File: config.mk
export PLATFORM = sky130hd
export DESIGN_NAME = integer_set_table
export DESIGN_NICKNAME = d
export VERILOG_FILES = /design/src/sv/ist_pkg.sv /design/src/sv/ist_value_ram.sv /design/src/sv/ist_ctrl.sv /design/src/sv/integer_set_table.sv
export VERILOG_INCLUDE_DIRS = /design/src /design/src/sv
export SDC_FILE = /design/constraint.sdc
export NUM_CORES = 1
export LEC_CHECK = 0
export ABC_AREA = 1
export BUFFER_PORTS_ARGS = -buffer_cell sky130_fd_sc_hd__buf_2
export CAP_MARGIN = 20
export CORE_AREA = 2 2 236 214
export DETAILED_ROUTE_END_ITERATION = 16
export DIE_AREA = 0 0 238 216
export PLACE_DENSITY = 0.65
export SKIP_LAST_GASP = 1
export SLEW_MARGIN = 20
export SYNTH_ARGS = -nofsm -noshare
export SYNTH_HDL_FRONTEND = slang
export SYNTH_SLANG_ARGS = --single-unit
File: constraint.sdc
create_clock -name clk_i -period 5.3 [get_ports clk_i]
set_clock_uncertainty 0.15 [all_clocks]
set_input_delay 0.53 -clock clk_i [delete_from_list [all_inputs] [get_ports clk_i]]
set_output_delay 0.53 -clock clk_i [all_outputs]
set_load 0.02 [all_outputs]
File: src/sv/assert_macros.svh
// Assertion macros used by the RTL top level.
`ifndef ASSERT_MACROS_SVH
`define ASSERT_MACROS_SVH

// Same-cycle implication, off during reset.
`define ASSERT_IMPL(label, clk, rst_n, ante, cons) \
  label: assert property (@(posedge clk) disable iff (!rst_n) (ante) |-> (cons)) \
    else $error("assertion failed");

// Next-cycle implication, off during reset.
`define ASSERT_NEXT(label, clk, rst_n, ante, cons) \
  label: assert property (@(posedge clk) disable iff (!rst_n) (ante) |=> (cons)) \
    else $error("assertion failed");

`endif

File: src/sv/ist_pkg.sv
// Types and constants of the integer set table.
package ist_pkg;

  localparam int CAPACITY = 16;
  localparam int IDX_W    = (CAPACITY > 1) ? $clog2(CAPACITY) : 1;
  localparam int ELEM_W   = 32;

  localparam logic [IDX_W-1:0] LAST_IDX = IDX_W'(CAPACITY - 1);

  typedef enum logic [1:0] {
    ACT_ADD      = 2'd0,
    ACT_REMOVE   = 2'd1,
    ACT_CONTAINS = 2'd2
  } action_e;

  typedef enum logic [1:0] {
    ST_IDLE,
    ST_SCAN,
    ST_DRAIN,
    ST_COMMIT
  } state_e;

  typedef struct packed {
    action_e                   action;
    logic signed [ELEM_W-1:0]  element;
  } in_t;

  typedef struct packed {
    logic success;
    logic table_full;
  } out_t;

  typedef struct packed {
    logic              we;
    logic [IDX_W-1:0]  waddr;
    logic [ELEM_W-1:0] wdata;
    logic [IDX_W-1:0]  raddr;
  } ram_req_t;

  typedef struct packed {
    logic commit;
    logic all_valid;
  } status_t;

endpackage

File: src/sv/ist_value_ram.sv
// Value store: one write port, one registered read port.
module ist_value_ram (
  input  logic                     clk_i,
  input  ist_pkg::ram_req_t        req_i,
  output logic [ist_pkg::ELEM_W-1:0] rdata_o
);
  import ist_pkg::*;

  logic [ELEM_W-1:0] mem_q [CAPACITY];
  logic [ELEM_W-1:0] rdata_q;

  always_ff @(posedge clk_i) begin
    if (req_i.we) begin
      mem_q[req_i.waddr] <= req_i.wdata;
    end
    rdata_q <= mem_q[req_i.raddr];
  end

  assign rdata_o = rdata_q;

endmodule

File: src/sv/ist_ctrl.sv
// Sequencer, shared compare unit, valid marks and result register.
module ist_ctrl (
  input  logic                       clk_i,
  input  logic                       rst_ni,
  input  logic                       in_valid_i,
  output logic                       in_ready_o,
  input  ist_pkg::in_t               in_data_i,
  output logic                       out_valid_o,
  input  logic                       out_ready_i,
  output ist_pkg::out_t              out_data_o,
  output ist_pkg::ram_req_t          ram_req_o,
  input  logic [ist_pkg::ELEM_W-1:0] ram_rdata_i,
  output ist_pkg::status_t           status_o
);
  import ist_pkg::*;

  state_e            state_q, state_d;
  logic [IDX_W-1:0]  cnt_q, cnt_d;
  logic              cmp_act_q, cmp_act_d;
  logic [IDX_W-1:0]  cmp_idx_q, cmp_idx_d;
  action_e           act_q;
  logic [ELEM_W-1:0] elem_q;
  logic              hit_q, free_q;
  logic [IDX_W-1:0]  hit_idx_q, free_idx_q;
  logic [CAPACITY-1:0] valid_q;
  logic              out_valid_q;
  out_t              out_q, res;
  logic              load, commit, scan_rd;
  logic              match, empty;

  // next state and sequencing
  always_comb begin
    state_d = state_q;
    cnt_d   = cnt_q;
    load    = 1'b0;
    commit  = 1'b0;
    scan_rd = 1'b0;
    unique case (state_q)
      ST_IDLE: begin
        if (in_valid_i) begin
          load    = 1'b1;
          cnt_d   = '0;
          state_d = ST_SCAN;
        end
      end
      ST_SCAN: begin
        scan_rd = 1'b1;
        cnt_d   = cnt_q + IDX_W'(1);
        if (cnt_q == LAST_IDX) begin
          state_d = ST_DRAIN;
        end
      end
      ST_DRAIN: begin
        state_d = ST_COMMIT;
      end
      ST_COMMIT: begin
        if (!out_valid_q || out_ready_i) begin
          commit  = 1'b1;
          state_d = ST_IDLE;
        end
      end
      default: state_d = ST_IDLE;
    endcase
  end

  assign cmp_act_d = scan_rd;
  assign cmp_idx_d = cnt_q;

  // shared compare: one entry per cycle; the index is registered to line up with the registered read data
  assign match = cmp_act_q && valid_q[cmp_idx_q] && (ram_rdata_i == elem_q);
  assign empty = cmp_act_q && !valid_q[cmp_idx_q];

  always_comb begin
    res = '0;
    case (act_q)
      ACT_ADD: begin
        if (!hit_q) begin
          res.success    = free_q;
          res.table_full = !free_q;
        end
      end
      ACT_REMOVE:   res.success = hit_q;
      ACT_CONTAINS: res.success = hit_q;
      default:      res = '0;
    endcase
  end

  always_comb begin
    ram_req_o.we    = commit && (act_q == ACT_ADD) && !hit_q && free_q;
    ram_req_o.waddr = free_idx_q;
    ram_req_o.wdata = elem_q;
    ram_req_o.raddr = cnt_q;
  end

  always_ff @(posedge clk_i or negedge rst_ni) begin
    if (!rst_ni) begin
      state_q     <= ST_IDLE;
      cnt_q       <= '0;
      cmp_act_q   <= 1'b0;
      cmp_idx_q   <= '0;
      hit_q       <= 1'b0;
      free_q      <= 1'b0;
      valid_q     <= '0;
      out_valid_q <= 1'b0;
    end else begin
      state_q   <= state_d;
      cnt_q     <= cnt_d;
      cmp_act_q <= cmp_act_d;
      cmp_idx_q <= cmp_idx_d;
      if (load) begin
        hit_q  <= 1'b0;
        free_q <= 1'b0;
      end else begin
        if (match && !hit_q) begin
          hit_q <= 1'b1;
        end
        if (empty && !free_q) begin
          free_q <= 1'b1;
        end
      end
      if (commit) begin
        if ((act_q == ACT_ADD) && !hit_q && free_q) begin
          valid_q[free_idx_q] <= 1'b1;
        end else if ((act_q == ACT_REMOVE) && hit_q) begin
          valid_q[hit_idx_q] <= 1'b0;
        end
      end
      if (commit) begin
        out_valid_q <= 1'b1;
      end else if (out_ready_i) begin
        out_valid_q <= 1'b0;
      end
    end
  end

  // payload registers
  always_ff @(posedge clk_i) begin
    if (load) begin
      act_q  <= in_data_i.action;
      elem_q <= in_data_i.element;
    end
    if (match && !hit_q) begin
      hit_idx_q <= cmp_idx_q;
    end
    if (empty && !free_q) begin
      free_idx_q <= cmp_idx_q;
    end
    if (commit) begin
      out_q <= res;
    end
  end

  assign in_ready_o         = (state_q == ST_IDLE);
  assign out_valid_o        = out_valid_q;
  assign out_data_o         = out_q;
  assign status_o.commit    = commit;
  assign status_o.all_valid = &valid_q;

endmodule

File: src/sv/integer_set_table.sv
// Top level of the integer set table: bounded set of 32-bit integers.
//
//   channel | signals                        | payload
//   --------+--------------------------------+-----------------------------
//   in      | in_valid_i / in_ready_o        | in_data_i  (action, element)
//   out     | out_valid_o / out_ready_i      | out_data_o (success, table_full)
//
// Each transfer in is scanned against all CAPACITY entries, one entry per
// cycle through a single comparator fed by the value store's read port.
// An item goes through accept, a scan of every entry, a read drain and a
// commit, which may hold, before the block is ready for the next item.
// The result sits in an output register; a new item may be taken while it
// waits, and the commit of that next item holds until the register frees.
// Reset clears every valid mark at once; stored values need no clearing.
module integer_set_table (
  input  logic            clk_i,
  input  logic            rst_ni,
  input  logic            in_valid_i,
  output logic            in_ready_o,
  input  ist_pkg::in_t    in_data_i,
  output logic            out_valid_o,
  input  logic            out_ready_i,
  output ist_pkg::out_t   out_data_o
);
  import ist_pkg::*;

  `include "assert_macros.svh"

  ram_req_t          ram_req;
  logic [ELEM_W-1:0] ram_rdata;
  status_t           status;

  // Value store: written on a successful add, read by the scan counter.
  ist_value_ram u_ram (
    .clk_i   (clk_i),
    .req_i   (ram_req),
    .rdata_o (ram_rdata)
  );

  // Sequencer with the shared comparator, valid marks and result register.
  ist_ctrl u_ctrl (
    .clk_i       (clk_i),
    .rst_ni      (rst_ni),
    .in_valid_i  (in_valid_i),
    .in_ready_o  (in_ready_o),
    .in_data_i   (in_data_i),
    .out_valid_o (out_valid_o),
    .out_ready_i (out_ready_i),
    .out_data_o  (out_data_o),
    .ram_req_o   (ram_req),
    .ram_rdata_i (ram_rdata),
    .status_o    (status)
  );

  // A transfer in starts a scan: not ready again in the next cycle.
  `ASSERT_NEXT(a_busy_after_in, clk_i, rst_ni, in_valid_i && in_ready_o, !in_ready_o)
  // A commit always leaves a result waiting.
  `ASSERT_NEXT(a_commit_shows, clk_i, rst_ni, status.commit, out_valid_o)
  // A refused add never also reports success.
  `ASSERT_IMPL(a_full_excl, clk_i, rst_ni, out_valid_o && out_data_o.table_full,
               !out_data_o.success)
  // Refusal only when every entry held a value.
  `ASSERT_NEXT(a_full_real, clk_i, rst_ni, status.commit && !status.all_valid,
               !out_data_o.table_full)

endmodule

Word level (Yosys, flattened, before mapping)
Memories as Yosys holds them, arrays and structs flattened. A register that Yosys moved wholly into a read port is not among the register bits.
Index checks and enable logic that the tools add are counted.
{ "word_totals": {"reg_bits": 74, "latchBits": 0, "ramBits": 512, "rom_bits": 0, "inputBits": 38, "out_inout_bits": 4, "memories": 1} }
{ "op_classes": {"addsub": 1, "n_mul": 0, "div": 0, "order_cmp": 5, "n_eq_ne": 10, "shifts": 0, "muxes": 29, "bitwise_logic": 4, "n_reduce_logical": 30} }
{ "memory_table": {"columns": ["name", "depth", "word_bits", "read_ports", "rd_clocked_by_memory_dff", "write_ports", "line", "rtl"], "rows": [
  ["u_ram.mem_q", 16, 32, 1, 1, 1, "ist_value_ram.sv:9", "logic [ELEM_W-1:0] mem_q [CAPACITY];"]
]} }
{ "ops": {"columns": ["cell", "count"], "rows": [
  ["32-bit equality test", 1],
  ["16-bit two-way mux", 2],
  ["16-bit AND", 1],
  ["1-bit two-way mux", 16],
  ["16-bit inverter", 1],
  ["16-bit OR", 1],
  ["4-bit by 5-bit less-than comparator with 1-bit output, second input constant", 3],
  ["1-bit logical AND", 13],
  ["2-bit nonzero test", 5],
  ["1-bit demux with 4-bit select", 2],
  ["4-bit by 1-bit >= comparator with 1-bit output, second input constant", 2],
  ["2-bit two-way mux", 4],
  ["2-bit case mux with 4 select lines", 1],
  ["4-bit case mux with 2 select lines", 1],
  ["2-bit equality test, second input constant", 3],
  ["4-bit by 1-bit adder with 4-bit output, second input constant", 1],
  ["1-bit binary-select mux with 4-bit select", 1],
  ["2-bit by 1-bit equality test with 1-bit output, second input constant", 2],
  ["4-bit equality test, second input constant", 1],
  ["1-bit logical NOT", 4],
  ["2-bit logical NOT", 2],
  ["4-bit two-way mux", 1],
  ["2-bit by 1-bit != test with 1-bit output, second input constant", 2],
  ["2-bit AND reduction", 2],
  ["other kinds (6)", 7]
]} }

Logic depth before layout (Yosys ltp)
Gate-level depths: netlist of run 1.
{ "logic_depth": {"ltp_word": 9, "mapped_depth": 10} }

Hierarchy
Synthesis of run 1 repeated with hierarchy kept, for this count alone.
{ "hier_totals": {"cells_unflattened": 2569, "hier_area_um2": 26525.4} }
{ "by_module_without_submodules": {"columns": ["mod", "instances", "cells_per_inst", "area_per_inst_um2", "seq_area_each_um2"], "rows": [
  ["ist_value_ram", 1, 2120, 22730.6, 16015.4],
  ["ist_ctrl", 1, 449, 3794.9, 2072.0]
]} }

Worst setup path after synthesis of run 1
Ideal clock, no wire load.
{ "synth_timing": {"path_type": "register to register", "startpoint": "reg u_ctrl.act_q[0]", "endpoint": "mem u_ram.mem_q[0][0] (enable)", "setup_ps": 461, "t_arrival_ps": 3345, "setup_slack_ps": 1344, "path_stages_with_launch": 8, "n_path_buf": 1, "period_less_slack_ps": 3956, "path_cell_list": "edfxtp_1 > inv_1 > ha_1 > nand3_4 > nor2_4 > inv_2 > buf_6 > nor3_1"} }
{ "synth_via": {"elab_chain_cells": 6} }
{ "synth_rtl": {"columns": ["element", "line", "rtl"], "rows": [
  ["start: declaration", "ist_ctrl.sv:21", "action_e act_q;"],
  ["start signal: assignment", "ist_ctrl.sv:139", "act_q <= in_data_i.action;"],
  ["2-bit logical NOT", "ist_ctrl.sv:89", "ram_req_o.we = commit && (act_q == ACT_ADD) && !hit_q && free_q;"],
  ["1-bit logical AND (3 in a row)", "ist_ctrl.sv:89", null],
  ["1-bit two-way mux", "ist_value_ram.sv:13", "if (req_i.we) begin"],
  ["1-bit two-way mux (not written as such)", "ist_value_ram.sv:14", "mem_q[req_i.waddr] <= req_i.wdata;"],
  ["end: declaration", "ist_value_ram.sv:9", null]
]} }
Every way passes these cells.

==> impl_results.md, run 1 <==
- Internal power: 9.13 mW
- DP Wirelength: 31.6 mm
- FFs w/ async S/R, synth: 0.0485
- Startpoint Class: flip-flop
- Worst reg2reg setup slack: 2.13 ns
- CP Capture Type: flip-flop
- Setup Crit Path Kind: flip-flop to flip-flop
- DRT antenna net count: 0
- First-pass GRT wire length: 90.7 mm
- Final GP Congestion: 0.826
- Synth unique cells: 37
- Sw Ratio: 0.329
- PwrDens: 496 nW/µm²
- Die Area: 51400 µm²
- Synth top area cells: edfxtp_1, o21ai_0, nor2_1
- Worst Min Path Start: out_ready_i
- Total GRT Usage: 0.235
- Top FF cell, synth: edfxtp_1
- Slew @ Worst Pin: 1.04 ns
- Row cnt: 77
- Final Util: 0.561
- Outcome: completed
- Final setup vio count: 0
- Clock Power Share: 0.308
- Hold depth: 4
- Max Clk Rate: 315 MHz
- R2R cell count: 6
- Die W: 238 µm
- Routed WL per cell: 22.5 µm
- Most frequent cells after synthesis: edfxtp_1, nor2_1, o21ai_0
- Hold Crit Class: input pin to flip-flop
- Layout cells sized above 1: 0.102
- Port buffer count: 41
- Final critical-path required period: 3.17 ns
- Syn Std Cell Area: 24200 µm²
- Routed vias: 15466
- Met2 Wirelength: 27.3 mm
- Synthesis Warnings: 0
- Critical path peak fanout: 59
- Largest net degree at the start of global routing: 132
- Core area: 48900 µm²
- Setup bufs post-CTS: 0
- Post-Syn Instances: 1884
- DR top layer: met5
- Chip height: 216 µm
- GR Overflow Total: 0
- Boundary pin count: 42
- Initial DRC count: 1857
- M1 WL: 25.4 mm
- Dominant cell type by area after synthesis: edfxtp_1
- Met3 WL post-DR: 5.03 mm
- Hold slack final: 0.0393 ns
- Fillers: 3929
- #FFs+latches synth: 618
- Sink Count: 618
- Clock-pin slew on the worst setup and hold paths: 0.06 ns
- Vias in the first global route: 14922
- Final wirelength: 59.6 mm
- LEAKAGE: 9.43 nW
- Worst VDD drop: 0.385 mV
- Post-route DRC: 0
- Clock Root Buffer: clkbuf_16
- R2r endpoint: u_ram.rdata_o[8]
- TNS Setup: 0 ns
- Max Cap Viol: 0
- NetSw: 4.47 mW
- # diodes: 0
- Number of nets in the layout: 2007
- Sequential power share: 0.459
- Worst endpoint data arrival time: 3.52 ns
- Initial antenna violation count: 0
- Cells after DPL: 2495
- Comb power frac: 0.233
- Clock buffer depth: 3
- Pre-Repair DR Iteration Count: 6
- RSZ-0062 raised after global routing: false
- Final hold violations: 0
- Via/cell ratio: 5.85
- CTS tree: done
- Worst slew margin: 0.307
- Avg Synthesized Cell Area: 12.9 µm²
- Synthesis-to-finish area growth: 13.2%
- H-tree depth: 2
- Most numerous cell in the Yosys netlist: edfxtp_1
- Yosys top cell area share: 0.689
- Number of CTS-inserted buffers: 61
- Seq/Total Area, Yosys: 0.746
- Final Max Tran Viols: 0
- Number of synthesized flops with an enable pin: 556
- Crit share post-route: 0.599
- Worst r2r src: u_ctrl.cmp_idx_d[1]
- Layout Cells excl Fill: 2644
- Worst EP required: 5.65 ns
- Worst skew pair latency: 0.62 ns
- Syn_nets: 1930
- End of the worst hold path: u_ctrl.out_valid_o
- Starting Density: 0.495
-- how the worst max path moves through the flow --
stage	slack (ns)	startpoint	to	cells after the start
floorplan	1.34	u_ctrl.act_q[0]	u_ram.mem_q[0][0]	7
CTS	2.17	u_ctrl.cmp_idx_d[1]	u_ram.rdata_o[8]	6
global route	1.96	u_ctrl.cmp_idx_d[1]	u_ram.rdata_o[2]	6
global placement	2.21	out_ready_i	u_ram.mem_q[7][20]	8
detailed placement	2.20	u_ctrl.cmp_idx_d[1]	u_ram.rdata_o[8]	6
finish	2.13	u_ctrl.cmp_idx_d[1]	u_ram.rdata_o[8]	6
-- layout make-up --
type / instances / area (µm²) / share of cell area
inverters: 100 / 382 / 0.0139
multi-input cells: 1064 / 5320 / 0.194
well taps: 632 / 791 / 0.0288
flip-flops and latches: 618 / 18100 / 0.659
clock inverters: 27 / 233 / 0.00848
repair buffers: 116 / 908 / 0.0331
clock buffers: 87 / 1720 / 0.0625
-- cell usage in the layout (no fill, tap or decap), types with 8 or more instances in the layout --
master / synthesis / layout
nor2_1: 317 / 316
nand4_1: 11 / 11
clkinv_1: 2 / 8
o221ai_1: 49 / 49
nor3_2: 6 / 16
ha_1: 8 / 8
dlygate4sd3_1: 0 / 35
clkinv_2: 0 / 12
o211ai_1: 16 / 16
nand2_1: 178 / 178
dfrtp_1: 30 / 27
a21oi_1: 23 / 23
clkbuf_16: 0 / 62
o21ai_0: 264 / 264
edfxtp_1: 556 / 556
nand3_1: 70 / 70
clkbuf_1: 54 / 18
inv_1: 94 / 93
dfxtp_1: 32 / 32
buf_4: 7 / 35
buf_2: 21 / 41
o22ai_1: 80 / 80
-- logic make-up after synthesis --
family          synth area share
flops                      0.746
buf+inv                   0.0378
simple gates               0.104
xor+xnor                 0.00217
fa+ha+maj                0.00413
compound gates             0.105
-- through the flow --
| stage | instance area [µm²] | total power [mW] | setup WS, ns |
|---|---|---|---|
| floorplan | 24200 | 8.48 | 1.34 |
| global placement | 25100 | 9.36 | 2.21 |
| detailed placement | 25100 | 9.44 | 2.20 |
| CTS | 27400 | 13.6 | 2.17 |
| global route | 27400 | 14.3 | 1.96 |
| finish | 27400 | 13.6 | 2.13 |
-- what timing repair did --
action | 4_1_cts | 5_1_grt
hold buffers | 35 | 0
hold endpoints to repair | 64 | 0
resized for setup | 0 | 0
-- power groups by stage --
stage	logic, mW	clock network, mW	registers (mW)
final	3.16	4.20	6.24
after global routing	3.55	4.46	6.30
after CTS	3.14	4.26	6.24
after detailed placement	3.10	0	6.33
after global placement	3.03	0	6.33
after floorplan	2.43	0	6.05
-- routing by layer --
layer  global-route usage  up-vias
met5              0.00663        -
met4               0.0865        2
met3               0.0372      113
met2                0.363      682
met1                0.338     7656
li1                     -     7013
-- sequential cells by signal, indices dropped and copies added, names as in the netlist, 2 cells and up --
signal / flops
u_ctrl.hit_idx_q: 4
u_ctrl.elem_q: 32
u_ram.rdata_o: 32
u_ctrl.act_q: 2
u_ctrl.cmp_idx_q: 4
u_ram.mem_q: 512
u_ctrl.state_q: 2
u_ctrl.valid_q: 16
u_ctrl.free_idx_q: 4
u_ctrl.cmp_idx_d: 4
u_ctrl.out_data_o: 2
-- worst max-delay path, stage by stage, from the launching register on --
cell and delay (ns):
dfrtp_4 0.82, clkinv_2 0.92, buf_4 0.57, o21ai_0 0.16, o22ai_1 0.10, o211ai_1 0.18
nand3_1 0.09
(Power assumes the default switching activity.)
==> run 2: changes to the inputs <==
--- a/config.mk
+++ b/config.mk
@@ -12,7 +12,7 @@
 export CORE_AREA = 2 2 236 214
 export DETAILED_ROUTE_END_ITERATION = 16
 export DIE_AREA = 0 0 238 216
-export PLACE_DENSITY = 0.65
+export PLACE_DENSITY = 0.68
 export SKIP_LAST_GASP = 1
 export SLEW_MARGIN = 20
 export SYNTH_ARGS = -nofsm -noshare
==> constraint.sdc (replaced) <==
create_clock -name clk_i -period 2.6 [get_ports clk_i]
set_clock_uncertainty 0.15 [all_clocks]
set_input_delay 0.26 -clock clk_i [delete_from_list [all_inputs] [get_ports clk_i]]
set_output_delay 0.26 -clock clk_i [all_outputs]
set_load 0.02 [all_outputs]
==> impl_results.md, run 2 (synthesis results as in run 1) <==
- Outcome: completed (unchanged)
- Clock buffer depth: 3 (unchanged)
- Starting Density: 0.495 (unchanged)
- DP Wirelength: 33.5 mm (was 31.6 mm)
- H-tree depth: 2 (unchanged)
- Slew @ Worst Pin: 0.733 ns (was 1.04 ns)
- Pre-Repair DR Iteration Count: 6 (unchanged)
- Initial antenna violation count: 0 (unchanged)
- Boundary pin count: 42 (unchanged)
- Max Clk Rate: 413 MHz (was 315 MHz)
- Initial DRC count: 1551 (was 1857)
- Final setup vio count: 0 (unchanged)
- Layout cells sized above 1: 0.116 (was 0.102)
- Die Area: 51400 µm² (unchanged)
- RSZ-0062 raised after global routing: false (unchanged)
- R2r endpoint: u_ctrl.hit_idx_q[0] (was u_ram.rdata_o[8])
- Synthesis-to-finish area growth: 15.4% (was 13.2%)
- # diodes: 0 (unchanged)
- Clock-pin slew on the worst setup and hold paths: 0.07 ns (was 0.06 ns)
- First-pass GRT wire length: 90.7 mm (about the same)
- Number of CTS-inserted buffers: 56 (was 61)
- Worst setup path start: u_ctrl.elem_q[16] (was u_ctrl.cmp_idx_d[1])
- Most common cell after layout, fill and taps aside: edfxtp_1 (unchanged)
- CP Capture Type: flip-flop (unchanged)
- Max Cap Viol: 0 (unchanged)
- LEAKAGE: 9.74 nW (was 9.43 nW)
- Row cnt: 77 (unchanged)
- GR Overflow Total: 0 (unchanged)
- Design area: 28000 µm² (was 27400 µm²)
- Post-route DRC: 0 (unchanged)
- Final Max Tran Viols: 0 (unchanged)
- Chip height: 216 µm (unchanged)
- Final critical-path required period: 2.42 ns (was 3.17 ns)
- Total GRT Usage: 0.234 (was 0.235)
- Number of nets in the layout: 2037 (was 2007)
- Worst VDD drop: 0.681 mV (was 0.385 mV)
- Final GP Congestion: 0.866 (was 0.826)
- Setup slack after placement: 0.157 ns (was 2.20 ns)
- Worst r2r src: u_ctrl.elem_q[16] (was u_ctrl.cmp_idx_d[1])
- Via/cell ratio: 5.79 (was 5.85)
- Worst EP required: 2.74 ns (was 5.65 ns)
- Setup Crit Path Kind: flip-flop to flip-flop (unchanged)
- Critical path peak fanout: 18 (was 59)
- Worst setup slack after layout: 0.176 ns (was 2.13 ns)
- Largest net degree at the start of global routing: 114 (was 132)
- TNS Setup: 0 ns (unchanged)
- Vias in the first global route: 15124 (was 14922)
- Clock Root Buffer: clkbuf_16 (unchanged)
- Core area: 48900 µm² (unchanged)
- Max FFs per register: 512 (unchanged)
- Cells after DPL: 2524 (was 2495)
- Port buffer count: 41 (unchanged)
- CP endpoint: u_ctrl.hit_idx_q[0] (was u_ram.rdata_o[8])
- Power consumption: 27.8 mW (was 13.6 mW)
- Final wirelength: 59.8 mm (was 59.6 mm)
- Startpoint Class: flip-flop (unchanged)
- Sink Count: 618 (unchanged)
- Routed vias: 15468 (was 15466)
- Worst slew margin: 0.511 (was 0.307)
- Worst endpoint data arrival time: 2.56 ns (was 3.52 ns)
- Worst reg2reg setup slack: 0.18 ns (was 2.13 ns)
- Die W: 238 µm (unchanged)
- Worst skew pair latency: 0.63 ns (was 0.62 ns)
- Commonest cells after routing, fill and taps aside: edfxtp_1, nor2_1, o21ai_0 (unchanged)
- R2R cell count: 10 (was 6)
- Biggest register: u_ram.mem_q (unchanged)
- DRT antenna net count: 0 (unchanged)
- Final hold violations: 0 (unchanged)
- Hold Crit Class: input pin to async pin (was input pin to flip-flop)
- CTS tree: done (unchanged)
- Area of placed instances: 25700 µm² (was 25100 µm²)
- PwrDens: 992 nW/µm² (was 496 nW/µm²)
- Routed WL per cell: 22.4 µm (was 22.5 µm)
- Crit share post-route: 0.932 (was 0.599)
- Layout Cells excl Fill: 2670 (was 2644)
[run 2: layout make-up]
cell class | instances | area (µm²)
well taps | 632 | 791
inverters | 100 | 382
repair buffers | 151 | 1500
flip-flops and latches | 618 | 18100
multi-input cells | 1064 | 5390
clock buffers | 80 | 1630
fillers | 3852 | 21000
clock inverters | 25 | 183
[run 2: power by group]
part           internal (mW)  leakage (nW)  switching (mW)
combinational           2.27          3.18            5.08
sequential              11.7          5.66           0.617
clock                   4.54         0.903            3.54
total                   18.5          9.74            9.23
[run 2: metal layers]
layer / vias up / global-route usage / part of all wire
li1: 7082 / - / -
met1: 7671 / 0.326 / 0.43
met2: 609 / 0.377 / 0.47
met3: 106 / 0.0395 / 0.073
met4: 0 / 0.0758 / 0.028
met5: - / 0 / 0
[run 2: worst min path at each step]
stage / endpoint / slack (ns) / cells past startpoint
6_report: u_ctrl.state_q[1] / 0.08 / 2
5_1_grt: u_ctrl.valid_q[5] / 0.14 / 2
4_1_cts: u_ctrl.state_q[1] / 0.08 / 2
3_5_place_dp: u_ctrl.cmp_idx_d[1] / 0.20 / 1
3_3_place_gp: u_ctrl.cmp_idx_d[1] / 0.18 / 1
2_1_floorplan: u_ctrl.cmp_act_q / -0.19 / 0
[run 2: worst max-delay path: stages, from the launching register on]
cell	delay (ns)
edfxtp_1	0.67
inv_1	0.08
nand2_1	0.10
nand2_1	0.05
nor2_1	0.08
nand2_1	0.05
nor2_1	0.18
nand2_1	0.09
nor2_1	0.18
nand3_1	0.18
nor2_1	0.28
[run 2: through the flow]
stage          hold slack, ns  utilization
6_report               0.0764        0.572
5_1_grt                 0.135        0.572
4_1_cts                0.0751        0.571
3_5_place_dp            0.195        0.526
3_3_place_gp            0.182        0.526
2_1_floorplan          -0.186            -
[run 2: timing repair]
action / CTS / global route
resized for setup: 0 / 0
hold endpoints to repair: 69 / 0
setup endpoints to repair: 0 / 4
hold buffers: 37 / 0
buffers inserted: 0 / 4
